## config.mk

```make
export PLATFORM = sky130hd
export DESIGN_NAME = svbv_queue
export DESIGN_NICKNAME = d
export VERILOG_FILES = /design/src/rtl/core/svbv_pkg.sv /design/src/rtl/core/svbv_queue.sv
export SDC_FILE = /design/constraint.sdc
export NUM_CORES = 1
export LEC_CHECK = 0
export BUFFER_PORTS_ARGS = -buffer_cell sky130_fd_sc_hd__clkbuf_2
export CAP_MARGIN = 5
export CORE_ASPECT_RATIO = 0.5
export CORE_MARGIN = 1.5
export CORE_UTILIZATION = 42
export CTS_CLUSTER_SIZE = 30
export DETAILED_ROUTE_END_ITERATION = 7
export SYNTH_ARGS = -nofsm -noshare
export SYNTH_HDL_FRONTEND = slang
export SYNTH_SLANG_ARGS = --single-unit
export TNS_END_PERCENT = 10
```

## constraint.sdc

```tcl
create_clock -name i_clk -period 6.5 [get_ports i_clk]
set_input_delay 1.3 -clock i_clk [delete_from_list [all_inputs] [get_ports i_clk]]
set_output_delay 1.3 -clock i_clk [all_outputs]
set_load 0.05 [all_outputs]
```

## src/rtl/core/svbv_pkg.sv

```systemverilog
// ----------------------------------------------------------------------------
// svbv_pkg
// Shared constants and types of the swept box velocity resolver.
// ----------------------------------------------------------------------------
package svbv_pkg;

    // Depth of the queue between classifier and resolver
    localparam int unsigned QUEUE_DEPTH = 4;
    // Quotient bits of the entry time, one divider stage each
    localparam int unsigned DIV_STEPS   = 16;

    typedef enum logic [2:0] {
        NRM_NONE = 3'd0,
        NRM_PX   = 3'd1,
        NRM_MX   = 3'd2,
        NRM_PY   = 3'd3,
        NRM_MY   = 3'd4
    } t_normal;

    // One classified pair waiting for the divider
    typedef struct packed {
        logic        ovl;
        logic        hit;
        t_normal     code;
        logic [40:0] rem;   // entry numerator times 2^16
        logic [39:0] dvs;   // entry denominator times step time
        logic [23:0] vx;
        logic [23:0] vy;
    } t_qent;

endpackage

```

## src/rtl/core/svbv_queue.sv

```systemverilog
// ----------------------------------------------------------------------------
// svbv_queue
// Small FIFO that decouples the classifier from the resolver.
// ----------------------------------------------------------------------------
module svbv_queue #(
    parameter int unsigned DEPTH = svbv_pkg::QUEUE_DEPTH
) (
    input  logic            i_clk,
    input  logic            i_rst_n,
    input  logic            i_push,
    input  svbv_pkg::t_qent i_data,
    output logic            o_full,
    input  logic            i_pop,
    output svbv_pkg::t_qent o_data,
    output logic            o_empty
);

    localparam int unsigned PTR_W = (DEPTH > 1) ? $clog2(DEPTH) : 1;
    localparam int unsigned CNT_W = $clog2(DEPTH + 1);

    svbv_pkg::t_qent r_mem [DEPTH];
    logic [PTR_W-1:0] r_wr_ptr, r_rd_ptr;
    logic [CNT_W-1:0] r_count;

    assign o_full  = (r_count == CNT_W'(DEPTH));
    assign o_empty = (r_count == '0);
    assign o_data  = r_mem[r_rd_ptr];

    // Store pushed transaction
    always_ff @(posedge i_clk) begin
        if (i_push) begin
            r_mem[r_wr_ptr] <= i_data;
        end
    end

    // Advance pointers and count
    always_ff @(posedge i_clk) begin
        if (!i_rst_n) begin
            r_wr_ptr <= '0;
            r_rd_ptr <= '0;
            r_count  <= '0;
        end else begin
            if (i_push) begin
                r_wr_ptr <= (r_wr_ptr == PTR_W'(DEPTH - 1)) ? '0 : r_wr_ptr + 1'b1;
            end
            if (i_pop) begin
                r_rd_ptr <= (r_rd_ptr == PTR_W'(DEPTH - 1)) ? '0 : r_rd_ptr + 1'b1;
            end
            if (i_push && !i_pop) begin
                r_count <= r_count + 1'b1;
            end else if (!i_push && i_pop) begin
                r_count <= r_count - 1'b1;
            end
        end
    end

endmodule

```

# Word level (Yosys, flattened, before mapping)

Memory sizes are Yosys's and may differ from the RTL's. A register that Yosys moved wholly into a read port is not among the register bits.
Index checks and enable logic that the tools add are counted.

Output and inout bits: 136
Bits in registers: 7
Bits of input ports: 138
Memories: 1
Bits in writable memories: 536
Logic and storage cells: 25

Equality and inequality tests: 3
$add $sub $neg: 4
Multiplexer cells: 8
Reduce and logical (&&, ||, !) cells: 6

Memories:

| memory | words | width | rd ports | clocked after memory_dff | wr ports | line             | source |
|---|---|---|---|---|---|---|---|
| r_mem  | 4     | 134   | 1        | 1                        | 1        | svbv_queue.sv:21 | `svbv_pkg::t_qent r_mem [DEPTH];` |

Operators by type and width:

| operator              | number |
|---|---|
| $mux W2               | 4 |
| $mux W3               | 2 |
| $add A2 B1 Y2 const B | 2 |
| $eq A2 B2 Y1 const B  | 2 |
| $add A3 B1 Y3 const B | 1 |
| $eq A3 B3 Y1 const B  | 1 |
| $logic_not A3 Y1      | 1 |
| $sub A3 B1 Y3 const B | 1 |
| $logic_and A1 B1 Y1   | 2 |
| $logic_not A1 Y1      | 2 |
| $mux W1               | 2 |
| $reduce_bool A2 Y1    | 1 |

# Logic depth before layout (Yosys ltp)

Gate-level depths: netlist (run 1).

Depth in word-level cells: 4
Mapped depth: 7

# Worst setup path after synthesis (run 1)

Ideal clock, no wire load.

Path type: input to register
Start point: in i_push
End point: mem r_mem[0][0] (netlist name), enable pin
Arrival: 4367 ps
Stages on the path: 1
Library setup time: 509 ps
Path slack: 1625 ps
Buffers on the path: 0
Data required time: 5991 ps
Cells stage by stage: and2_1

Longest elaborated chain between the ends: 2

RTL lines:

| item                          | line             | source |
|---|---|---|
| start: declaration            | svbv_queue.sv:10 | `input logic i_push,` |
| $mux W1                       | svbv_queue.sv:31 | `if (i_push) begin` |
| $mux W1 (not written as such) | svbv_queue.sv:32 | `r_mem[r_wr_ptr] <= i_data;` |
| end: declaration              | svbv_queue.sv:21 |  |

Every way passes these cells.

==> out/metrics.cfg, run 1 <==
[run_status]
outcome=completed

[drt]
drt-vias-per-instance=5.04
vias=8635
drc_errors=0
wl_um=38100
wl_per_cell_um=22.2
dr.pass1.iters=6
dr.first_iter.drc_count=641
ant_nets=0

[critical_path]
arrival_ns=2.94
rrSetupSlack_ns=4.42
crit_path_start_kind=flop
required_ns=5.20
r2r_end=r_mem[1][109]$_DFFE_PP_
cp-endpoint=o_data[105]
max_stage_delay_ns=1.00
crit_path_max_fanout=46
critPathBufInv=2
crit_slowest_cell=dfxtp_4
rr_worst_depth=4
cp.depth=3
worstSetupPathType=reg2out
end_kind=primary output
cpLargestDelayFamily=flip-flops
worstPathCellList=buf_4, mux4_2, clkbuf_2
r2r-start=r_wr_ptr[1]$_SDFFE_PN0P_

[synth]
async_reset_ff_share_pct=0
syn-num-nets=889
ys_seq_area_share_pct=82.4
syn_inst=744
ys.flop_type=edfxtp_1
ys_types=21
synth_area_um2=19800
synth-seq-cells=545
synth_area_per_cell_um2=26.6
yosys_warnings=0
synth_edf_count=536

[finish]
stdcell_count=1714
area_delta_synth_final_pct=19.3
nFillCells=3629
finalNetCount=1192
drive_gt1_share_pct=45.7

[grt]
grtUsageTotal_pct=15.8
grt_overflow=0
grt_max_degree=135
grt_pass1_vias=9305
grt_antenna_before_repair=2
grt_pass1_wl_um=56800

[clocking]
cts_root_buf=clkbuf_16
insertion_delay_ns=0.56
post_cts_resize_count=0
cts_hold_buf=0
ctsLongestPathBuffers=3
cts.clk_slew.worst_paths_ns=0.06
clock_sinks=545
cts_tree=built
cts-buffers-inserted=48
postCtsSetupBuffers=0
htree_levels=2

[place]
dpl_worst_slack_ns=2.75
io_buffer_count=273
hpwl_um=22600
place_inst=1624
gp_congestion=0.738

[sta]
tightestPinTransition_ns=0.995
period_needed_ns=4.24
fin_crit_sh_pct=65.3
hold_viol_final=0
grt_setup_unrepaired=false
fin_skew_ns=0.0234
drv_slew=0
max_freq_ghz=0.236
setup_tns_ns=0
slew_headroom_pct=33.7
setup_viol=0
fin_ws_ns=2.26

[floorplanning]
fp-row-count=55
die_h_um=156
coreArea_um2=45800
start_util_pct=43.1
dieArea_um2=48400
pin_count=274
fp.dieW_um=310

[power]
powerDensity_nw_per_um2=342
p_leak_nw=7.89
vdd_drop_max_v=0.000161

[min_path]
hp-class=reg2reg
worstHoldStart=r_count[2]$_SDFFE_PN0P_

[run]
max-cap-violations=0

-- layout make-up --
cell class                 count  area (µm²)  area share, %
clock inverter                27         378           1.60
tap                          627         785           3.33
multi-input combinational    165        3290           14.0
clock buffer                  61        1300           5.51
sequential                   545       16300           69.0
antenna                        2        5.00         0.0212
timing repair buffer         283        1530           6.48
inverter                       4        15.0         0.0637
-- where the power goes --
part / total, mW / internal, mW / switching (mW) / leakage (nW)
sequential: 4.07 / 4.03 / 0.0472 / 5.00
combinational: 0.982 / 0.284 / 0.699 / 2.08
clock: 3.01 / 1.78 / 1.24 / 0.811
-- registers in the layout, indices dropped and copies added (netlist names), named ones only --
signal,count
r_mem,536
r_rd_ptr,2
r_count,3
r_wr_ptr,2
-- per-stage QoR --
stage                     hold WS, ns  util [%]  power, mW  cell area [µm²]
after CTS                       0.536      51.4       8.17            23600
after global routing            0.600      51.5       8.34            23600
after floorplan                 0.472         -       4.88            19800
final                           0.530      51.5       8.07            23600
after global placement          0.487      47.8       5.13            21900
after detailed placement        0.524      47.8       5.15            21900
-- worst min-delay path by stage --
| stage | slack [ns] | cells after the start | to |
|---|---|---|---|
| 4_1_cts | 0.54 | 2 | r_count[2]$_SDFFE_PN0P_ |
| 5_1_grt | 0.60 | 2 | r_count[2]$_SDFFE_PN0P_ |
| 2_1_floorplan | 0.47 | 2 | r_count[2]$_SDFFE_PN0P_ |
| 6_report | 0.53 | 2 | r_count[2]$_SDFFE_PN0P_ |
| 3_3_place_gp | 0.49 | 2 | r_count[2]$_SDFFE_PN0P_ |
| 3_5_place_dp | 0.52 | 2 | r_count[2]$_SDFFE_PN0P_ |
-- metal layers --
metal / global-route usage [%] / up-vias / wire (µm)
met1: 18.5 / 4628 / 14700
met5: 0 / - / 0
met4: 4.62 / 0 / 804
met2: 29.6 / 112 / 21400
met3: 3.07 / 63 / 1230
li1: - / 3832 / -
-- cells in the final DEF (no fill, tap or decap), drive strengths merged --
cell type	instances
nor3	2
bufinv	9
diode	2
nor3b	1
mux4	134
xor2	1
a21boi	1
ha	6
nor2b	5
and2	5
xnor2	1
or3	1
edfxtp	536
o21a	1
nor2	1
mux2i	4
clkinvlp	3
inv	5
clkbuf	334
clkinv	14
fa	1
o21ai	1
buf	10
dfxtp	9
-- cell usage after synthesis (2+ instances only) --
| master | number | share of area (%) |
|---|---|---|
| edfxtp_1 | 536 | 81 |
| mux4_2 | 134 | 15 |
| nor2b_1 | 5 | 0.16 |
| mux2i_1 | 4 | 0.20 |
| dfxtp_1 | 9 | 0.91 |
| and2_1 | 5 | 0.16 |
| inv_1 | 4 | 0.076 |
| buf_2 | 15 | 0.38 |
| ha_1 | 6 | 0.38 |
| nor3_1 | 2 | 0.051 |
| clkbuf_1 | 7 | 0.13 |
| buf_6 | 8 | 0.46 |
-- worst reg2reg max path, cell delays in order (launching register included) --
cell     delay, ns
dfxtp_1       0.34
inv_1         0.09
ha_1          0.14
and2_4        0.57
buf_4         0.53
-- cell families (layout without fill, tap and decap cells) --
logic type	Yosys count	after routing	share of synthesized area, %
compound gates	3	3	0.101
xor+xnor	2	2	0.0887
fa+ha+maj	7	7	0.481
buf+inv	34	375	1.04
flops	545	545	82.4
mux	138	138	15.5
other cells	0	2	0
simple gates	15	15	0.456
No activity file was read; power rests on OpenSTA's default activity.
==> inputs of run 2 (changes only) <==
==> constraint.sdc (replaced) <==
create_clock -name i_clk -period 4.3 [get_ports i_clk]
set_input_delay 0.86 -clock i_clk [delete_from_list [all_inputs] [get_ports i_clk]]
set_output_delay 0.86 -clock i_clk [all_outputs]
set_load 0.05 [all_outputs]
==> run 2 against run 1 <==
Net effect:
- sequential share of layout area about the same
- first-iteration DRC count down 11%
- clock-buffer cell count unchanged
- utilization about the same
- sequential power up 51%
- non-clock buffer count up 6
- hold slack worse by 0.017 ns
- clock power up 43%
- flip-flop and latch count unchanged
- via count down 0.14%
- critical path type unchanged
- highest routed layer unchanged
==> out/metrics.cfg, run 2 (same netlist as run 1, synthesis figures left out) <==
[clocking]
htree_levels=2  ; unchanged
cts-buffers-inserted=48  ; unchanged
cts.clk_slew.worst_paths_ns=0.07  ; about the same
clock_sinks=545  ; unchanged
post_cts_resize_count=0  ; unchanged
cts_tree=built
cts_hold_buf=0  ; unchanged
postCtsSetupBuffers=0  ; unchanged
insertion_delay_ns=0.56  ; about the same
cts_root_buf=clkbuf_16
ctsLongestPathBuffers=3  ; unchanged

[place]
dpl_worst_slack_ns=1.35  ; -1.40 ns
gp_congestion=0.729  ; -1.2%
io_buffer_count=273  ; unchanged
placed_area_um2=22000  ; +0.49%
hpwl_um=23300  ; +3.3%

[finish]
final_common_cell=edfxtp_1
top_regs=r_mem: 536 flops, r_count: 3 flops
layout_common_cells=edfxtp_1 (536), clkbuf_2 (273), mux4_2 (134)
largest_register=r_mem
drive_gt1_share_pct=45.2  ; -0.48 points
nFillCells=3645  ; +0.44%
area_delta_synth_final_pct=19.3  ; about the same
fin_area_um2=23600  ; about the same
finalNetCount=1198  ; +0.50%
largest_register_ffs=536  ; unchanged

[grt]
use_met1_pct=19.5  ; +0.98 points
grt-busiest-layer=met2
grt_antenna_before_repair=1  ; -1
grt_overflow=0  ; unchanged
gr-usage-met3_pct=2.76  ; -0.31 points
grt_max_degree=64  ; -53%
grt_pass1_vias=9222  ; -0.89%
grtUsageTotal_pct=16.0  ; +0.18 points
gr-usage-met2_pct=29.6  ; about the same
grt_pass1_wl_um=57500  ; +1.2%

[floorplanning]
fp-row-count=55  ; unchanged
coreArea_um2=45800  ; unchanged
dieArea_um2=48400  ; unchanged
start_util_pct=43.1  ; unchanged
fp.dieW_um=310  ; unchanged
die_h_um=156  ; unchanged
pin_count=274  ; unchanged

[power]
p_sw_mw=2.96  ; +49%
switching_share_pct=24.8  ; +0.23 points
p_int_mw=8.98  ; +48%
seqPwrFrac_pct=51.5  ; +1.0 points
clkPwrFrac_pct=35.9  ; -1.4 points
pwr-share-comb_pct=12.5  ; +0.3 points
powerDensity_nw_per_um2=507  ; +48%
p_leak_nw=7.88  ; about the same
vdd_drop_max_v=0.000244  ; +52%

[drt]
dr.pass1.iters=4  ; -2
drt-vias-per-instance=5.02  ; -0.37%
vias=8623  ; -0.14%
ant_nets=0  ; unchanged
drc_errors=0  ; unchanged
dr.first_iter.drc_count=568  ; -11%
wl_um=38200  ; about the same
wl_per_cell_um=22.2  ; -0.14%

[critical_path]
cpLargestDelayFamily=flip-flops
arrival_ns=2.61  ; -0.33 ns
end_kind=primary output
required_ns=3.44  ; -1.76 ns
max_stage_delay_ns=0.76  ; -0.24 ns
critPathBufInv=2  ; unchanged
rr_worst_depth=3  ; -1
crit_path_max_fanout=29  ; -37%
crit_path_start_kind=flop
worstSetupPathType=reg2out
rrSetupSlack_ns=2.37  ; -2.05 ns
cp.depth=3  ; unchanged
crit_slowest_cell=dfxtp_4
worstPathCellList=buf_4, mux4_2, clkbuf_2

[sta]
period_needed_ns=3.47
hold_viol_final=0  ; unchanged
max_freq_ghz=0.288
tightestPinTransition_ns=0.640  ; -0.355 ns
fin_crit_sh_pct=80.6
fin_skew_ns=0.0186  ; -0.00487 ns
fin_ws_ns=0.833  ; -1.42 ns
drv_slew=0  ; unchanged
slew_headroom_pct=57.4  ; +24 points
grt_setup_unrepaired=false
setup_viol=0  ; unchanged
setup_tns_ns=0  ; unchanged

[min_path]
min_path_cells=1  ; -1
hp-class=in2reg

[run]
max-cap-violations=0  ; unchanged

[run_status]
outcome=completed

run 2: per-stage QoR:
stage / hold WS (ns) / power [mW] / utilization, % / cells
2_1_floorplan: 0.472 / 7.37 / - / 744
3_3_place_gp: 0.482 / 7.78 / 48.0 / 1630
3_5_place_dp: 0.559 / 7.81 / 48.0 / 1630
4_1_cts: 0.476 / 12.1 / 51.4 / 1717
5_1_grt: 0.478 / 12.4 / 51.4 / 1718
6_report: 0.513 / 11.9 / 51.4 / 1718
run 2: layout make-up:
class	count	area, µm²	share of cell area, %
diodes	1	2.50	0.0106
well taps	627	785	3.33
clock buffers	61	1270	5.39
multi-input cells	165	3290	14.0
inverters	4	15.0	0.0637
clock inverters	26	289	1.23
flip-flops and latches	545	16300	69.1
repair buffers	289	1640	6.94
run 2: path summary, 6_finish.rpt:
kind	from	to
max reg2reg	r_wr_ptr[0]$_SDFFE_PN0P_	r_mem[3][111]$_DFFE_PP_
max	flop	o_data[48]
min reg2reg	r_count[2]$_SDFFE_PN0P_	r_count[2]$_SDFFE_PN0P_
min	i_data[101]	r_mem[1][101]$_DFFE_PP_
run 2: power groups by stage:
stage               registers (mW)  clock network (mW)  logic (mW)
floorplan                     6.26                   0        1.11
global placement              6.26                   0        1.52
detailed placement            6.27                   0        1.53
CTS                           6.16                4.40        1.53
global route                  6.17                4.61        1.58
finish                        6.16                4.29        1.50
run 2: per-layer routing:
layer / vias to the layer above / part of all wire, %
met5: - / 0
met4: 0 / 1.7
met3: 50 / 3.2
met2: 117 / 56
met1: 4611 / 39
li1: 3845 / -
